`config.mk`:
```
export PLATFORM = sky130hd
export DESIGN_NAME = raycast_column_pixel_shader_unit_flat
export DESIGN_NICKNAME = d
export VERILOG_FILES = /design/src/sv/rcps_pkg.sv /design/src/sv/rcps_if.sv /design/src/sv/rcps_classify.sv /design/src/sv/rcps_factor.sv /design/src/sv/rcps_shade.sv /design/src/sv/raycast_column_pixel_shader_unit.sv /design/src/flat_wrapper.sv
export SDC_FILE = /design/constraint.sdc
export NUM_CORES = 1
export LEC_CHECK = 0
export BUFFER_PORTS_ARGS = -buffer_cell sky130_fd_sc_hd__buf_2
export CORE_MARGIN = 5
export CORE_UTILIZATION = 64
export CTS_CLUSTER_DIAMETER = 100
export DETAILED_ROUTE_END_ITERATION = 12
export PLACE_DENSITY_LB_ADDON = 0.3
export SLEW_MARGIN = 10
export SYNTH_ARGS = -nofsm -noshare
export SYNTH_HDL_FRONTEND = slang
export SYNTH_HIERARCHICAL = 1
export SYNTH_SLANG_ARGS = --single-unit
```
`constraint.sdc`:
```
create_clock -name clk -period 6.8 [get_ports clk]
set_clock_uncertainty 0.2 [all_clocks]
set_input_delay 0.68 -clock clk [delete_from_list [all_inputs] [get_ports clk]]
set_output_delay 0.68 -clock clk [all_outputs]
set_load 0.01 [all_outputs]
```
`src/sv/rcps_pkg.sv`:
```
// Shared constants, register codes and stage records of the raycast column pixel shader.
package rcps_pkg;

    // Screen geometry.
    localparam int SCREEN_WIDTH = 1024;
    localparam int MAX_ROWS     = 1024;

    // Field widths.
    localparam int COL_W    = $clog2(SCREEN_WIDTH);
    localparam int ROW_W    = $clog2(MAX_ROWS);
    localparam int SPAN_W   = 12;
    localparam int DIST_W   = 16;
    localparam int HEIGHT_W = 11;
    localparam int COLOR_W  = 24;
    localparam int CH_W     = 8;
    localparam int INDEX_W  = 20;
    localparam int CFG_IDX_W = 3;

    // Shading arithmetic: factor is Q0.16 and keep is Q1.16.
    localparam int FRAC_W     = 16;
    localparam int KEEP_W     = FRAC_W + 1;
    localparam int KEEP_ONE   = 1 << FRAC_W;
    localparam int FACTOR_CAP = 58982;
    localparam int KEEP_MIN   = KEEP_ONE - FACTOR_CAP;

    // Wall factor is the raw Q8.8 distance times eight, read as Q0.16.
    localparam int WALL_DIST_SHIFT = 3;
    localparam int WALL_DIST_CAP   =
        (FACTOR_CAP + (1 << WALL_DIST_SHIFT) - 1) / (1 << WALL_DIST_SHIFT);

    // Ground factor is gap * 65536 / 800, done as a reciprocal multiply.
    localparam int    GROUND_DIVISOR     = 800;
    localparam int    GROUND_GAP_CAP     =
        (FACTOR_CAP * GROUND_DIVISOR + KEEP_ONE - 1) / KEEP_ONE;
    localparam int    GAP_W              = $clog2(GROUND_GAP_CAP);
    localparam int    GROUND_RECIP_SHIFT = 15;
    localparam longint GROUND_RECIP      =
        ((longint'(1) << (GROUND_RECIP_SHIFT + FRAC_W)) + GROUND_DIVISOR - 1)
        / GROUND_DIVISOR;
    localparam int    RECIP_W            = 22;
    localparam int    GPROD_W            = GAP_W + RECIP_W;

    localparam logic [HEIGHT_W-1:0] HEIGHT_RESET = HEIGHT_W'(768);

    // Configuration register indexes.
    typedef enum logic [CFG_IDX_W-1:0] {
        CFG_WALL_A = 3'd0,
        CFG_WALL_B = 3'd1,
        CFG_WALL_C = 3'd2,
        CFG_WALL_D = 3'd3,
        CFG_SKY    = 3'd4,
        CFG_GROUND = 3'd5,
        CFG_HEIGHT = 3'd6
    } cfg_idx_t;

    typedef struct packed {
        logic [COLOR_W-1:0]  wall_a;
        logic [COLOR_W-1:0]  wall_b;
        logic [COLOR_W-1:0]  wall_c;
        logic [COLOR_W-1:0]  wall_d;
        logic [COLOR_W-1:0]  sky;
        logic [COLOR_W-1:0]  ground;
        logic [HEIGHT_W-1:0] height;
    } rcps_cfg_t;

    // Output of the classify stage.
    typedef struct packed {
        logic [COLOR_W-1:0] color;
        logic               sky;
        logic               wall;
        logic [FRAC_W-1:0]  wall_factor;
        logic [GAP_W-1:0]   gap;
        logic               gap_sat;
        logic [INDEX_W-1:0] index;
    } rcps_cls_t;

    // Output of the factor stage.
    typedef struct packed {
        logic [COLOR_W-1:0] color;
        logic [KEEP_W-1:0]  keep;
        logic [INDEX_W-1:0] index;
    } rcps_fac_t;

    // Finished pixel.
    typedef struct packed {
        logic [COLOR_W-1:0] color;
        logic [INDEX_W-1:0] index;
    } rcps_pix_t;

endpackage

```
`src/sv/rcps_if.sv`:
```
// Valid/ready channel interfaces for pixel items and shaded results.
interface rcps_item_if;
    logic                         valid;
    logic                         ready;
    logic [rcps_pkg::COL_W-1:0]   column;
    logic [rcps_pkg::ROW_W-1:0]   row;
    logic signed [rcps_pkg::SPAN_W-1:0] span_start;
    logic signed [rcps_pkg::SPAN_W-1:0] span_end;
    logic                         step_x_negative;
    logic                         step_y_negative;
    logic                         hit_side_one;
    logic [rcps_pkg::DIST_W-1:0]  wall_distance;

    modport source (
        output valid, column, row, span_start, span_end,
               step_x_negative, step_y_negative, hit_side_one, wall_distance,
        input  ready
    );
    modport sink (
        input  valid, column, row, span_start, span_end,
               step_x_negative, step_y_negative, hit_side_one, wall_distance,
        output ready
    );
endinterface

interface rcps_result_if;
    logic                          valid;
    logic                          ready;
    logic [rcps_pkg::COLOR_W-1:0]  pixel_color;
    logic [rcps_pkg::INDEX_W-1:0]  pixel_index;

    modport source (
        output valid, pixel_color, pixel_index,
        input  ready
    );
    modport sink (
        input  valid, pixel_color, pixel_index,
        output ready
    );
endinterface

```
`src/sv/rcps_classify.sv`:
```
// Stage one: sorts the pixel into sky, wall or ground and picks its base color.
module rcps_classify (
    input  logic                             clk,
    input  logic                             rst_n,
    input  logic                             en,
    input  logic                             in_valid,
    input  logic [rcps_pkg::COL_W-1:0]       column,
    input  logic [rcps_pkg::ROW_W-1:0]       row,
    input  logic signed [rcps_pkg::SPAN_W-1:0] span_start,
    input  logic signed [rcps_pkg::SPAN_W-1:0] span_end,
    input  logic                             step_x_negative,
    input  logic                             step_y_negative,
    input  logic                             hit_side_one,
    input  logic [rcps_pkg::DIST_W-1:0]      wall_distance,
    input  rcps_pkg::rcps_cfg_t              cfg,
    output logic                             out_valid,
    output rcps_pkg::rcps_cls_t              out_data
);

    logic                                   valid_reg;
    rcps_pkg::rcps_cls_t                    data_reg;
    rcps_pkg::rcps_cls_t                    data_next;
    logic signed [rcps_pkg::SPAN_W-1:0]     row_s;
    logic [rcps_pkg::HEIGHT_W-1:0]          row_h;
    logic [rcps_pkg::HEIGHT_W-1:0]          diff;
    logic [rcps_pkg::DIST_W+rcps_pkg::WALL_DIST_SHIFT-1:0] dist_scaled;
    logic                                   is_sky;
    logic                                   is_wall;
    logic [rcps_pkg::COLOR_W-1:0]           wall_color;

    always_comb
    begin
        row_s       = $signed(rcps_pkg::SPAN_W'(row));
        row_h       = rcps_pkg::HEIGHT_W'(row);
        is_sky      = row_s < span_start;
        is_wall     = !is_sky && (row_s <= span_end) && (row_h < cfg.height);
        dist_scaled = {wall_distance, {rcps_pkg::WALL_DIST_SHIFT{1'b0}}};
        diff        = (cfg.height >= row_h) ? (cfg.height - row_h) : (row_h - cfg.height);

        if (hit_side_one)
            wall_color = step_y_negative ? cfg.wall_a : cfg.wall_b;
        else
            wall_color = step_x_negative ? cfg.wall_c : cfg.wall_d;

        data_next.sky   = is_sky;
        data_next.wall  = is_wall;
        data_next.color = is_sky ? cfg.sky : (is_wall ? wall_color : cfg.ground);

        if (wall_distance >= rcps_pkg::DIST_W'(rcps_pkg::WALL_DIST_CAP))
            data_next.wall_factor = rcps_pkg::FRAC_W'(rcps_pkg::FACTOR_CAP);
        else
            data_next.wall_factor = dist_scaled[rcps_pkg::FRAC_W-1:0];

        data_next.gap_sat = diff >= rcps_pkg::HEIGHT_W'(rcps_pkg::GROUND_GAP_CAP);
        data_next.gap     = diff[rcps_pkg::GAP_W-1:0];
        data_next.index   = rcps_pkg::INDEX_W'(column)
                          + rcps_pkg::INDEX_W'(row) * rcps_pkg::INDEX_W'(rcps_pkg::SCREEN_WIDTH);
    end

    always_ff @(posedge clk or negedge rst_n)
    begin
        if (!rst_n)
            valid_reg <= 1'b0;
        else if (en)
            valid_reg <= in_valid;
    end

    always_ff @(posedge clk)
    begin
        if (en)
            data_reg <= data_next;
    end

    assign out_valid = valid_reg;
    assign out_data  = data_reg;

endmodule

```
`src/sv/rcps_factor.sv`:
```
// Stage two: works out the darkening factor and turns it into the keep fraction.
module rcps_factor (
    input  logic                clk,
    input  logic                rst_n,
    input  logic                en,
    input  logic                in_valid,
    input  rcps_pkg::rcps_cls_t in_data,
    output logic                out_valid,
    output rcps_pkg::rcps_fac_t out_data
);

    logic                              valid_reg;
    rcps_pkg::rcps_fac_t               data_reg;
    rcps_pkg::rcps_fac_t               data_next;
    logic [rcps_pkg::GPROD_W-1:0]      gprod;
    logic [rcps_pkg::FRAC_W-1:0]       ground_factor;
    logic [rcps_pkg::FRAC_W-1:0]       factor;

    always_comb
    begin
        // Reciprocal multiply stands in for the divide by 800.
        gprod = rcps_pkg::GPROD_W'(in_data.gap)
              * rcps_pkg::GPROD_W'(rcps_pkg::GROUND_RECIP);
        ground_factor = gprod[rcps_pkg::GROUND_RECIP_SHIFT +: rcps_pkg::FRAC_W];

        if (in_data.sky)
            factor = '0;
        else if (in_data.wall)
            factor = in_data.wall_factor;
        else if (in_data.gap_sat)
            factor = rcps_pkg::FRAC_W'(rcps_pkg::FACTOR_CAP);
        else
            factor = ground_factor;

        data_next.color = in_data.color;
        data_next.index = in_data.index;
        data_next.keep  = rcps_pkg::KEEP_W'(rcps_pkg::KEEP_ONE)
                        - rcps_pkg::KEEP_W'(factor);
    end

    always_ff @(posedge clk or negedge rst_n)
    begin
        if (!rst_n)
            valid_reg <= 1'b0;
        else if (en)
            valid_reg <= in_valid;
    end

    always_ff @(posedge clk)
    begin
        if (en)
            data_reg <= data_next;
    end

    assign out_valid = valid_reg;
    assign out_data  = data_reg;

endmodule

```
`src/sv/rcps_shade.sv`:
```
// Stage three: scales each color channel by the keep fraction into the output register.
module rcps_shade (
    input  logic                clk,
    input  logic                rst_n,
    input  logic                en,
    input  logic                in_valid,
    input  rcps_pkg::rcps_fac_t in_data,
    output logic                out_valid,
    output rcps_pkg::rcps_pix_t out_data
);

    localparam int PROD_W = rcps_pkg::CH_W + rcps_pkg::KEEP_W;
    localparam int NUM_CH = rcps_pkg::COLOR_W / rcps_pkg::CH_W;

    logic                valid_reg;
    rcps_pkg::rcps_pix_t data_reg;
    rcps_pkg::rcps_pix_t data_next;
    logic [PROD_W-1:0]   prod [NUM_CH];

    always_comb
    begin
        data_next.index = in_data.index;
        for (int i = 0; i < NUM_CH; i++)
        begin
            prod[i] = PROD_W'(in_data.color[i*rcps_pkg::CH_W +: rcps_pkg::CH_W])
                    * PROD_W'(in_data.keep);
            data_next.color[i*rcps_pkg::CH_W +: rcps_pkg::CH_W] =
                prod[i][rcps_pkg::FRAC_W +: rcps_pkg::CH_W];
        end
    end

    always_ff @(posedge clk or negedge rst_n)
    begin
        if (!rst_n)
            valid_reg <= 1'b0;
        else if (en)
            valid_reg <= in_valid;
    end

    always_ff @(posedge clk)
    begin
        if (en)
            data_reg <= data_next;
    end

    assign out_valid = valid_reg;
    assign out_data  = data_reg;

endmodule

```
`src/sv/raycast_column_pixel_shader_unit.sv`:
```
// Top level of the raycast column pixel shader: register file, pipeline and handshake.
//
// Usage: pixel items arrive on the item channel, one beat per pixel, carrying the row,
// column, wall span, step signs, hit side and Q8.8 wall distance. Each item yields one
// beat on the result channel with the packed RGB color and the frame-buffer index.
// Colors and the screen height are set through the write port (cfg_we, cfg_index,
// cfg_data) while no pixel is in flight; writes take effect at the next clock edge.
//
// An accepted item passes through three pipeline registers: classify and color
// select, shading factor and keep fraction, then the channel multiplies into the
// output register. Throughput is one pixel per clock while the receiver does not
// stall; the registers move together, so a new item is accepted in every cycle the
// result is taken or the output register is empty.
//
// When the receiver stalls while a result waits in the output register, the whole
// pipeline holds in place and item ready drops, so nothing is lost or repeated. While
// the output register is empty, a stalled receiver does not hold up the pipeline.
// Reset clears every valid bit, sets all colors to black and the screen height to 768.
module raycast_column_pixel_shader_unit (
    input  logic                               clk,
    input  logic                               rst_n,
    rcps_item_if.sink                          item,
    rcps_result_if.source                      result,
    input  logic                               cfg_we,
    input  logic [rcps_pkg::CFG_IDX_W-1:0]     cfg_index,
    input  logic [rcps_pkg::COLOR_W-1:0]       cfg_data
);

    rcps_pkg::rcps_cfg_t cfg_reg;
    logic                en;
    logic                cls_valid;
    rcps_pkg::rcps_cls_t cls;
    logic                fac_valid;
    rcps_pkg::rcps_fac_t fac;
    logic                pix_valid;
    rcps_pkg::rcps_pix_t pix;

    // Register file. Unused index seven is ignored.
    always_ff @(posedge clk or negedge rst_n)
    begin
        if (!rst_n)
        begin
            cfg_reg.wall_a <= '0;
            cfg_reg.wall_b <= '0;
            cfg_reg.wall_c <= '0;
            cfg_reg.wall_d <= '0;
            cfg_reg.sky    <= '0;
            cfg_reg.ground <= '0;
            cfg_reg.height <= rcps_pkg::HEIGHT_RESET;
        end
        else if (cfg_we)
        begin
            unique case (rcps_pkg::cfg_idx_t'(cfg_index))
                rcps_pkg::CFG_WALL_A: cfg_reg.wall_a <= cfg_data;
                rcps_pkg::CFG_WALL_B: cfg_reg.wall_b <= cfg_data;
                rcps_pkg::CFG_WALL_C: cfg_reg.wall_c <= cfg_data;
                rcps_pkg::CFG_WALL_D: cfg_reg.wall_d <= cfg_data;
                rcps_pkg::CFG_SKY:    cfg_reg.sky    <= cfg_data;
                rcps_pkg::CFG_GROUND: cfg_reg.ground <= cfg_data;
                rcps_pkg::CFG_HEIGHT: cfg_reg.height <= cfg_data[rcps_pkg::HEIGHT_W-1:0];
                default: ;
            endcase
        end
    end

    // The pipeline advances whenever the output register is free or being drained.
    assign en         = !pix_valid || result.ready;
    assign item.ready = en;

    rcps_classify u_classify (
        .clk             (clk),
        .rst_n           (rst_n),
        .en              (en),
        .in_valid        (item.valid),
        .column          (item.column),
        .row             (item.row),
        .span_start      (item.span_start),
        .span_end        (item.span_end),
        .step_x_negative (item.step_x_negative),
        .step_y_negative (item.step_y_negative),
        .hit_side_one    (item.hit_side_one),
        .wall_distance   (item.wall_distance),
        .cfg             (cfg_reg),
        .out_valid       (cls_valid),
        .out_data        (cls)
    );

    rcps_factor u_factor (
        .clk       (clk),
        .rst_n     (rst_n),
        .en        (en),
        .in_valid  (cls_valid),
        .in_data   (cls),
        .out_valid (fac_valid),
        .out_data  (fac)
    );

    rcps_shade u_shade (
        .clk       (clk),
        .rst_n     (rst_n),
        .en        (en),
        .in_valid  (fac_valid),
        .in_data   (fac),
        .out_valid (pix_valid),
        .out_data  (pix)
    );

    assign result.valid       = pix_valid;
    assign result.pixel_color = pix.color;
    assign result.pixel_index = pix.index;

    // Input is held off only by a full, stalled output register.
    a_ready_only_on_stall: assert property (@(posedge clk) disable iff (!rst_n)
        !item.ready |-> (result.valid && !result.ready))
        else $error("item ready low without an output stall");

    // An accepted beat lands in the classify stage.
    a_accept_enters: assert property (@(posedge clk) disable iff (!rst_n)
        (item.valid && item.ready) |=> cls_valid)
        else $error("accepted beat missing from classify stage");

    // The keep fraction never darkens past the cap nor brightens.
    a_keep_range: assert property (@(posedge clk) disable iff (!rst_n)
        fac_valid |-> (fac.keep >= rcps_pkg::KEEP_W'(rcps_pkg::KEEP_MIN)
                       && fac.keep <= rcps_pkg::KEEP_W'(rcps_pkg::KEEP_ONE)))
        else $error("keep fraction out of range");

    // Sky pixels pass through unshaded.
    a_sky_unshaded: assert property (@(posedge clk) disable iff (!rst_n)
        (cls_valid && cls.sky && en) |=> (fac.keep == rcps_pkg::KEEP_W'(rcps_pkg::KEEP_ONE)))
        else $error("sky pixel was shaded");

endmodule

```
`src/flat_wrapper.sv`:
```
// flat-port wrapper written by rule: the top's interface ports become plain ports
module raycast_column_pixel_shader_unit_flat 
  (clk, rst_n, cfg_we, cfg_index, cfg_data, item_valid, item_column, item_row, item_span_start, item_span_end, item_step_x_negative, item_step_y_negative, item_hit_side_one, item_wall_distance, item_ready, result_valid, result_pixel_color, result_pixel_index, result_ready);
  rcps_item_if item_i ();
  rcps_result_if result_i ();
  input  logic clk;
  input  logic rst_n;
  input  logic cfg_we;
  input  logic [rcps_pkg::CFG_IDX_W-1:0] cfg_index;
  input  logic [rcps_pkg::COLOR_W-1:0] cfg_data;
  input wire logic [$bits(item_i.valid)-1:0] item_valid;
  input wire logic [$bits(item_i.column)-1:0] item_column;
  input wire logic [$bits(item_i.row)-1:0] item_row;
  input wire logic [$bits(item_i.span_start)-1:0] item_span_start;
  input wire logic [$bits(item_i.span_end)-1:0] item_span_end;
  input wire logic [$bits(item_i.step_x_negative)-1:0] item_step_x_negative;
  input wire logic [$bits(item_i.step_y_negative)-1:0] item_step_y_negative;
  input wire logic [$bits(item_i.hit_side_one)-1:0] item_hit_side_one;
  input wire logic [$bits(item_i.wall_distance)-1:0] item_wall_distance;
  output wire logic [$bits(item_i.ready)-1:0] item_ready;
  output wire logic [$bits(result_i.valid)-1:0] result_valid;
  output wire logic [$bits(result_i.pixel_color)-1:0] result_pixel_color;
  output wire logic [$bits(result_i.pixel_index)-1:0] result_pixel_index;
  input wire logic [$bits(result_i.ready)-1:0] result_ready;
  assign item_i.valid = item_valid;
  assign item_i.column = item_column;
  assign item_i.row = item_row;
  assign item_i.span_start = item_span_start;
  assign item_i.span_end = item_span_end;
  assign item_i.step_x_negative = item_step_x_negative;
  assign item_i.step_y_negative = item_step_y_negative;
  assign item_i.hit_side_one = item_hit_side_one;
  assign item_i.wall_distance = item_wall_distance;
  assign item_ready = item_i.ready;
  assign result_valid = result_i.valid;
  assign result_pixel_color = result_i.pixel_color;
  assign result_pixel_index = result_i.pixel_index;
  assign result_i.ready = result_ready;
  raycast_column_pixel_shader_unit u_core (.clk(clk), .rst_n(rst_n), .item(item_i), .result(result_i), .cfg_we(cfg_we), .cfg_index(cfg_index), .cfg_data(cfg_data));
endmodule
```
==> impl_results.md, run 1 <==
* # Max-Cap Violations at 0
* Post-route design area at 0.0329 mm2
* Final HPWL DP at 52.0 mm
* Slack of the critical path at 0.670 ns
* Area leader, netlist: fa_1
* Largest net degree at the start of global routing at 90
* First-pass iteration count of the detailed router at 6
* Worst Tran Pin Value at 1.09 ns
* Pre-CTS setup slack at 0.658 ns
* Die height at 229 um
* Clock transition at path regs at 0.06 ns
* Die ar. at 0.0522 mm2
* Minimum clock period at 6.13 ns
* Gr ovfl total at 0
* Ys async rst share at 47.3%
* Most used cell, CP: fa_1
* Number of buffers added on ports at 140
* Top cells by area, synth: fa_1 21%, edfxtp_1 17%, dfrtp_1 13%, ha_1 10%, and2_1 6.8%
* Synth warnings at 6
* Endpoints failing setup at 0
* Routed vias/inst at 5.93
* # IOs at 141
* Share of cells above drive strength 1 at 14.6%
* Cell with the most instances after synthesis: inv_1
* CTS Buf Count at 38
* First-pass GRT wire length at 118 mm
* Post-synthesis area per instance at 10.8 um2
* Yosys top cell area share at 21.0%
* Top cells by count, synth: 446 x inv_1, 331 x and2_1, 320 x fa_1
* CP arrival at 6.24 ns
* FILL cells at 3513
* WL/cell at 20.3 um
* Num Clock Sinks at 334
* Post-Syn Area at 0.0306 mm2
* Initial core utilization at 64.4%
* Crit-path max FO at 8
* Rel. slew slack at 27.4%
* Final TNS setup at 0 ns
* TritonCTS clock tree: built
* Final antenna-violating net count at 0
* Fmax at 163 MHz
* Final wirelength at 72.0 mm
* RSZ-0062 raised after global routing: no
* Layout area overhead at 7.68%
* Pins Over Slew Limit at 0
* Root Buffer: clkbuf_16
* Worst reg2reg setup slack at 0.67 ns
* Worst Setup End Kind: flip-flop
* Synth Instances at 2830
* Fin util at 69.4%
* Status: complete, no violations
* Gr usage total at 27.7%
* Yosys cell types at 94
* Setup Crit Path Kind: flip-flop to flip-flop
* Worst-skew pair later-pin latency at 0.57 ns
* Post-synth EDFFs at 176
* Hold Vio Cnt, Final at 0
* Cell row count at 80
* Crit-path max cell delay at 0.66 ns
* H-tree lvl count at 2
* CP Cell Sequence: fa_1 > inv_1 > fa_1 > fa_1 > fa_1 > fa_1 > inv_1 > ha_1 > a21oi_1 > o21a_1 > o221a_2 > o221ai_2 > a311o_1 > o211ai_2 > o2111a_1 > nand4_1 > xor2_1
* Nets@finish at 3569
* Ratio of final minimum period to clock period at 90.1%
* Syn nets at 3497
* Area after DPL at 0.0316 mm2
* Synthesis-stage register bit count at 334
* Iteration-0 DRC Markers at 1289
* # DRC at 0
* Core area at 0.0474 mm2
* Post-synthesis sequential area ratio at 30.2%
* Top FF cell, synth: edfxtp_1
* N_diodes at 0
* Slowest-stage cell, CP: fa_1
* Worst Setup Start Kind: flip-flop
* Largest register FFs at 155
* Via count at 21044
* Bufs on Longest Clock Path at 3
* Worst Hold Class: primary input to flip-flop
* RePlAce Congestion at 0.897
* Die width at 229 um
* Critical Path RT at 6.91 ns
* Initial antenna violation count at 0
* Number of global-route vias before repair at 22652
==> layout make-up <==
type / instances / area [um2] / area share [%]
Multi-Input combinational cell: 1920 / 19000 / 57.8
Sequential cell: 334 / 9240 / 28.1
Timing Repair Buffer: 162 / 875 / 2.66
Inverter: 446 / 1670 / 5.09
Clock buffer: 47 / 1020 / 3.11
Clock inverter: 22 / 314 / 0.954
Tap cell: 615 / 769 / 2.34
==> cells by family after synthesis <==
kind of cell / synth area share [%]
AO/OA/AOI/OAI: 8.95
XOR/XNOR: 1.49
adder cells (fa/ha/maj): 31.3
buffers and inverters: 7.63
flip-flops: 30.2
multiplexers: 7.20
other: 0.0123
AND/OR/NAND/NOR: 13.2
==> per-stage QoR <==
stage | hold slack (ns) | std cells
after floorplan | 0.184 | 2830
after global placement | 0.200 | 3476
after detailed placement | 0.205 | 3476
after CTS | 0.0469 | 3546
after global routing | 0.0615 | 3546
final | 0.0762 | 3546
==> layer usage <==
| metal | GRT usage, % | up-vias | wire length (um) |
|---|---|---|---|
| met5 | 0 | - | 0 |
| met4 | 8.70 | 0 | 2120 |
| met3 | 3.93 | 143 | 4240 |
| met2 | 48.7 | 745 | 36800 |
| met1 | 35.9 | 10611 | 28800 |
| li1 | - | 9545 | - |
==> repair_timing <==
| item | in CTS | in global routing |
|---|---|---|
| setup buffers | 0 | 0 |
| endpoints found under the setup margin | 0 | 0 |
| hold buffers | 1 | 0 |
| hold endpoints to repair | 77 | 0 |
| resized for setup | 0 | 0 |
==> worst max-delay path: cells and delay by family (launching register included) <==
kind | cells | cell delay (ns)
xor+xnor | 1 | 0.17
flops | 1 | 0.56
fa+ha+maj | 6 | 3.05
compound gates | 7 | 1.68
buf+inv | 2 | 0.11
simple gates | 1 | 0.12
==> worst paths after layout <==
path,start,to,cells after the start
worst max-delay path,u_core/u_classify/out_data[22]$_DFFE_PP_,u_core/u_factor/out_data[35]$_DFFE_PP_,17
min in group asynchronous,rst_n,u_core/u_classify/out_valid$_DFFE_PN0P_,2
worst max register to register,u_core/u_classify/out_data[22]$_DFFE_PP_,u_core/u_factor/out_data[35]$_DFFE_PP_,17
max in group asynchronous,rst_n,u_core/cfg_reg[89]$_DFFE_PN0P_,3
worst min register to register,u_core/u_factor/out_data[1]$_DFFE_PP_,u_core/u_shade/out_data[1]$_DFFE_PP_,0
worst min-delay path,item_column[7],u_core/u_classify/out_data[7]$_DFFE_PP_,1
==> layout by cell type, fill, tap and decap left out, types with 51 or more instances in the layout <==
master	instances
inv_1	446
and2_1	331
fa_1	320
ha_1	252
edfxtp_1	176
dfrtp_1	156
nand2_1	147
buf_2	139
mux2_2	129
a21oi_1	98
a211oi_1	62
nor2_1	55
o21ai_0	51
Power of run 1 is left out: the tool's default activity adds up to more than one toggle a clock period on the data nets, which glitch-free logic cannot reach.
==> run 2, diff against run 1 <==
--- a/config.mk
+++ b/config.mk
@@ -6,11 +6,13 @@
 export NUM_CORES = 1
 export LEC_CHECK = 0
 export BUFFER_PORTS_ARGS = -buffer_cell sky130_fd_sc_hd__buf_2
+export CAP_MARGIN = 5
 export CORE_MARGIN = 5
 export CORE_UTILIZATION = 64
 export CTS_CLUSTER_DIAMETER = 100
 export DETAILED_ROUTE_END_ITERATION = 12
 export PLACE_DENSITY_LB_ADDON = 0.3
+export RECOVER_POWER = 50
 export SLEW_MARGIN = 10
 export SYNTH_ARGS = -nofsm -noshare
 export SYNTH_HDL_FRONTEND = slang
==> run 2 against run 1 <==
Compared with the run above: the run now ends with capacitance limit, slew limit left; non-clock buffer count did not move; flip-flop and latch count stayed put; via count decreased by 0.39%; worst setup slack got worse by 0.013 ns; critical path depth unchanged; fmax shrank 0.21%; count of clock-buffer cells in the layout unchanged; critical path type unchanged.
==> impl_results.md, run 2 (synthesis results as in run 1) <==
* Status: finished with violations
* Failing checks: capacitance limit, slew limit
* Die width at 229 um (unchanged)
* Worst Hold Class: primary input to flip-flop
* FF/Latch Area at 0.00924 mm2 (unchanged)
* Largest net degree at the start of global routing at 90 (unchanged)
* Core area at 0.0474 mm2 (unchanged)
* Gr ovfl total at 0 (unchanged)
* H-tree lvl count at 2 (unchanged)
* Most frequent cells in the layout: 446 x inv_1, 326 x and2_1, 320 x fa_1, 252 x ha_1, 176 x edfxtp_1
* RePlAce Congestion at 0.897 (unchanged)
* TritonCTS clock tree: built
* First-pass GRT wire length at 118 mm (unchanged)
* Gr usage total at 27.7% (unchanged)
* Critical path endpoint: u_core/u_factor/out_data[35]$_DFFE_PP_
* Critical Path RT at 6.90 ns (about the same)
* Worst Setup SP: u_core/u_classify/out_data[22]$_DFFE_PP_
* Slack of the critical path at 0.657 ns (-0.0130 ns)
* Largest register FFs at 155 (unchanged)
* Worst-skew pair later-pin latency at 0.57 ns (about the same)
* Cts repair resizes at 0 (unchanged)
* # Max-Cap Violations at 5 (+5)
* # DRC at 0 (unchanged)
* Worst Tran Pin Value at 4.76 ns (+3.67 ns)
* WHS at 0.0810 ns (+0.00474 ns)
* CTS Buf Count at 38 (unchanged)
* Final antenna-violating net count at 0 (unchanged)
* Worst reg2reg setup slack at 0.66 ns (about the same)
* WL/cell at 20.3 um (-0.13%)
* Share of cells above drive strength 1 at 13.0% (-1.6 points)
* Rel. slew slack at -217% (-240 points)
* Die height at 229 um (unchanged)
* # IOs at 141 (unchanged)
* Fmax at 163 MHz (-0.21%)
* Worst Setup Start Kind: flip-flop
* Number of hold buffers added after cts at 1 (unchanged)
* Number of buffers added on ports at 140 (unchanged)
* Area of the multi-input gates at 0.0189 mm2 (-0.63%)
* Cell row count at 80 (unchanged)
* Layout area overhead at 7.17%
* Clock transition at path regs at 0.06 ns (about the same)
* Root Buffer: clkbuf_16
* Endpoints failing setup at 0 (unchanged)
* Initial antenna violation count at 0 (unchanged)
* Initial core utilization at 64.4% (unchanged)
* Fin cells at 3546 (unchanged)
* Iteration-0 DRC Markers at 1434 (+11%)
* Hold path start: item_column[7]
* Die ar. at 0.0522 mm2 (unchanged)
* Final HPWL DP at 52.0 mm (unchanged)
* Commonest non-fill, non-tap cell in the layout: inv_1
* N_diodes at 0 (unchanged)
* Number of global-route vias before repair at 22652 (unchanged)
* Routed vias/inst at 5.91 (-0.39%)
* Crit-path max FO at 8 (unchanged)
* Bufs on Longest Clock Path at 3 (unchanged)
* Hold Vio Cnt, Final at 0 (unchanged)
* Final wirelength at 71.9 mm (-0.13%)
* Worst Setup End Kind: flip-flop
* Post CTS Setup Buffer Count at 0 (unchanged)
* R2r startpoint: u_core/u_classify/out_data[22]$_DFFE_PP_
* Crit-path max cell delay at 0.66 ns (about the same)
* Via count at 20962 (-0.39%)
* CP Cell Sequence: fa_1 > inv_1 > fa_1 > fa_1 > fa_1 > fa_1 > inv_1 > ha_1 > a21oi_1 > o21a_1 > o221a_2 > o221ai_2 > a311o_1 > o211ai_2 > o2111a_1 > nand4_1 > xor2_1
* FILL cells at 3563 (+1.4%)
* Pins Over Slew Limit at 239 (+239)
* Slowest-stage cell, CP: fa_1
* Inst Count DP at 3476 (unchanged)
* Nets@finish at 3569 (unchanged)
* CP arrival at 6.24 ns (about the same)
* Ratio of final minimum period to clock period at 90.3% (+0.19 points)
* First-pass iteration count of the detailed router at 6 (unchanged)
* Minimum clock period at 6.14 ns (+0.0130 ns)
* Num Clock Sinks at 334 (unchanged)
* R2r worst-path depth at 17 (unchanged)
* Critical R2R Capture: u_core/u_factor/out_data[35]$_DFFE_PP_
* RSZ-0062 raised after global routing: no
* Setup Crit Path Kind: flip-flop to flip-flop
* Most used cell, CP: fa_1
* Final TNS setup at 0 ns (unchanged)
* Pre-CTS setup slack at 0.658 ns (unchanged)
## run 2: cell count changes in the layout (fill, tap and decap cells not counted), moves of 2 or more
cell,change
mux2_1,+28
and2_0,+5
and2_1,-5
buf_2,-13
clkbuf_1,+17
mux2_4,-26
mux2_2,-2
buf_4,-3
## run 2: cell type report
| cell class | count | area share [%] |
|---|---|---|
| multi-input cells | 1920 | 57.7 |
| clock buffers | 47 | 3.13 |
| well taps | 615 | 2.35 |
| repair buffers | 162 | 2.56 |
| clock inverters | 22 | 0.959 |
| inverters | 446 | 5.11 |
| flip-flops and latches | 334 | 28.2 |
## run 2: metrics by stage
stage / instance area (um2) / utilization [%]
after global placement: 31600 / 66.5
final: 32800 / 69.0
after CTS: 32900 / 69.4
after detailed placement: 31600 / 66.5
after floorplan: 30600 / -
after global routing: 32800 / 69.0
## run 2: worst max-delay path, delay by kind of cell, from the launching register on
family / cells / cell delay, ns
AND/OR/NAND/NOR: 1 / 0.12
adder cells (fa/ha/maj): 6 / 3.05
buffers and inverters: 2 / 0.11
XOR/XNOR: 1 / 0.17
AO/OA/AOI/OAI: 7 / 1.70
flip-flops: 1 / 0.56
## run 2: layer usage
layer | vias to the layer above | share of wire [%] | global-route usage (%)
met2 | 724 | 51 | 48.7
met5 | - | 0 | 0
met4 | 0 | 2.9 | 8.70
li1 | 9550 | - | -
met1 | 10553 | 40 | 35.9
met3 | 135 | 5.8 | 3.93
## run 2: worst min-delay path by stage
| stage | to | slack, ns | depth (start not counted) |
|---|---|---|---|
| after floorplan | u_core/cfg_reg[0]$_DFFE_PN0P_ | 0.18 | 0 |
| after global routing | u_core/u_classify/out_data[7]$_DFFE_PP_ | 0.06 | 1 |
| after CTS | u_core/u_classify/out_data[7]$_DFFE_PP_ | 0.05 | 1 |
| final | u_core/u_classify/out_data[7]$_DFFE_PP_ | 0.08 | 1 |
| after global placement | u_core/u_factor/out_data[1]$_DFFE_PP_ | 0.20 | 0 |
| after detailed placement | u_core/u_factor/out_data[40]$_DFFE_PP_ | 0.20 | 0 |
Power of run 2 is left out for the same reason.
==> run 3, diff against run 2 <==
--- a/config.mk
+++ b/config.mk
@@ -5,12 +5,12 @@
 export SDC_FILE = /design/constraint.sdc
 export NUM_CORES = 1
 export LEC_CHECK = 0
-export BUFFER_PORTS_ARGS = -buffer_cell sky130_fd_sc_hd__buf_2
 export CAP_MARGIN = 5
 export CORE_MARGIN = 5
-export CORE_UTILIZATION = 64
+export CORE_UTILIZATION = 65
 export CTS_CLUSTER_DIAMETER = 100
 export DETAILED_ROUTE_END_ITERATION = 12
+export DONT_BUFFER_PORTS = 1
 export PLACE_DENSITY_LB_ADDON = 0.3
 export RECOVER_POWER = 50
 export SLEW_MARGIN = 10
==> run 3 against run 2 <==
Compared with the run above: the flow still finishes with violations (capacitance limit, slew limit); sequential share of layout area rose by 0.41 points; core utilization rose by 0.32 points; register-to-register slack got worse by 0.13 ns; routed wire length fell by 1.6%; via count fell by 2.2%; die area fell by 1.5%; global-route usage rose by 0.19 points; fmax fell by 2.0%; worst setup slack got worse by 0.13 ns; flip-flop and latch count did not move; critical endpoint is now u_core/u_factor/out_data[36]$_DFFE_PP_; largest cell class unchanged.
==> impl_results.md, run 3 (synthesis results as in run 1) <==
* RePlAce Congestion at 0.894 (-0.37%)
* GR Util met1 at 35.8% (-0.15 points)
* Worst Tran Pin Value at 3.82 ns (-0.944 ns)
* Layout area overhead at 5.64%
* Share of cells above drive strength 1 at 9.00% (-4.0 points)
* Root Buffer: clkbuf_16
* Commonest non-fill, non-tap cell in the layout: inv_1
* Final HPWL DP at 50.9 mm (-2.1%)
* R2r worst-path depth at 18 (+1)
* Status: finished with violations
* Bufs on Longest Clock Path at 3 (unchanged)
* Initial core utilization at 65.7% (+1.2 points)
* FILL cells at 3352 (-5.9%)
* Pins Over Slew Limit at 234 (-2.1%)
* Minimum clock period at 6.27 ns (+0.126 ns)
* Crit-path max FO at 8 (unchanged)
* Ratio of final minimum period to clock period at 92.2% (+1.9 points)
* N_diodes at 0 (unchanged)
* Post CTS Setup Buffer Count at 0 (unchanged)
* Via count at 20491 (-2.2%)
* Largest net degree at the start of global routing at 159 (+77%)
* Gr usage total at 27.9% (+0.19 points)
* Die height at 227 um (-0.74%)
* Iteration-0 DRC Markers at 1207 (-16%)
* Cell row count at 79 (-1.3%)
* First-pass GRT wire length at 115 mm (-2.5%)
* Met2 Use GR at 47.9% (-0.88 points)
* Nets@finish at 3449 (-3.4%)
* CP arrival at 6.44 ns (+0.20 ns)
* Critical Path RT at 6.97 ns (+0.07 ns)
* Number of hold buffers added after cts at 22 (+21)
* Worst Setup SP: u_core/u_classify/out_data[22]$_DFFE_PP_
* Cts repair resizes at 0 (unchanged)
* Endpoints failing setup at 0 (unchanged)
* Num Clock Sinks at 334 (unchanged)
* Failing checks: capacitance limit, slew limit
* CTS Buf Count at 38 (unchanged)
* Most frequent cells in the layout: 446 x inv_1, 326 x and2_1, 320 x fa_1, 252 x ha_1, 176 x edfxtp_1
* Rel. slew slack at -155% (+63 points)
* Critical path endpoint: u_core/u_factor/out_data[36]$_DFFE_PP_
* # IOs at 141 (unchanged)
* Largest register FFs at 155 (unchanged)
* Clock transition at path regs at 0.06 ns (about the same)
* Number of buffers added on ports at 0 (-100%)
* Worst reg2reg setup slack at 0.53 ns (-0.13 ns)
* H-tree lvl count at 2 (unchanged)
* Hold Vio Cnt, Final at 0 (unchanged)
* Initial antenna violation count at 0 (unchanged)
* Worst Setup Start Kind: flip-flop
* Setup Crit Path Kind: flip-flop to flip-flop
* Final TNS setup at 0 ns (unchanged)
* Number of global-route vias before repair at 22398 (-1.1%)
* First-pass iteration count of the detailed router at 5 (-1)
* Die width at 227 um (-0.74%)
* Gr ovfl total at 0 (unchanged)
* Worst Setup End Kind: flip-flop
* WL/cell at 20.7 um (+2.0%)
* Critical R2R Capture: u_core/u_factor/out_data[36]$_DFFE_PP_
* R2r startpoint: u_core/u_classify/out_data[22]$_DFFE_PP_
* GR peak layer: met2
* Die ar. at 0.0515 mm2 (-1.5%)
* # Max-Cap Violations at 4 (-1)
* # DRC at 0 (unchanged)
* Worst-skew pair later-pin latency at 0.57 ns (about the same)
* Final wirelength at 70.7 mm (-1.6%)
* Core area at 0.0466 mm2 (-1.9%)
* RSZ-0062 raised after global routing: no
* Routed vias/inst at 5.99 (+1.4%)
* TritonCTS clock tree: built
* Worst Hold Class: primary input to flip-flop
* Fmax at 160 MHz (-2.0%)
* Met3 Track Usage GR at 4.54% (+0.62 points)
* Final antenna-violating net count at 0 (unchanged)
run 3: cell count changes in the layout (fill, tap and decap cells not counted), moves of 2 or more:
cell | previous run | this run
buf_2 | 126 | 0
dlygate4sd3_1 | 1 | 21
clkbuf_1 | 22 | 13
clkinv_2 | 7 | 4
buf_4 | 18 | 16
run 3: worst min-delay path by stage:
stage	slack [ns]	start	end	depth (start not counted)
after floorplan	0.18	rst_n	u_core/cfg_reg[0]$_DFFE_PN0P_	0
after global placement	0.19	rst_n	u_core/cfg_reg[82]$_DFFE_PN0P_	0
after detailed placement	0.19	rst_n	u_core/cfg_reg[82]$_DFFE_PN0P_	0
after CTS	0.03	cfg_data[5]	u_core/cfg_reg[40]$_DFFE_PN0P_	1
after global routing	0.03	cfg_data[17]	u_core/cfg_reg[124]$_DFFE_PN0P_	1
final	0.04	cfg_data[17]	u_core/cfg_reg[124]$_DFFE_PN0P_	1
run 3: metrics by stage:
| step | instance area, um2 | worst slack, ns | hold WS [ns] | cells | utilization, % |
|---|---|---|---|---|---|
| finish | 32300 | 0.531 | 0.0438 | 3419 | 69.4 |
| global route | 32300 | 0.180 | 0.0258 | 3419 | 69.4 |
| CTS | 32400 | 0.579 | 0.0309 | 3419 | 69.7 |
| detailed placement | 30800 | 0.611 | 0.189 | 3327 | 66.3 |
| global placement | 30800 | 0.677 | 0.189 | 3327 | 66.3 |
| floorplan | 30600 | 0.737 | 0.184 | 2830 | - |
run 3: layout make-up:
| cell class | instances | area (um2) | share of cell area, % |
|---|---|---|---|
| multi-input combinational | 1920 | 18900 | 58.5 |
| sequential | 334 | 9240 | 28.6 |
| inverter | 446 | 1670 | 5.18 |
| clock buffer | 51 | 1030 | 3.19 |
| tap | 607 | 759 | 2.35 |
| timing repair buffer | 42 | 367 | 1.14 |
| clock inverter | 19 | 318 | 0.984 |
run 3: per-layer routing:
layer / wire, um / vias up
met5: 0 / -
met4: 2790 / 0
met3: 3940 / 152
met2: 35500 / 646
met1: 28500 / 10373
li1: - / 9320
run 3: worst max-delay path, stage by stage (launching register included):
cell      delay [ns]
edfxtp_1        0.56
fa_1            0.66
inv_1           0.08
fa_1            0.53
fa_1            0.44
fa_1            0.52
fa_1            0.52
inv_1           0.05
ha_1            0.37
a21oi_1         0.27
inv_1           0.08
a221oi_2        0.43
xnor2_1         0.20
a221oi_2        0.10
inv_1           0.11
ha_1            0.22
nand4_1         0.21
nand3b_1        0.28
nor3b_1         0.26
Power of run 3 is left out for the same reason.
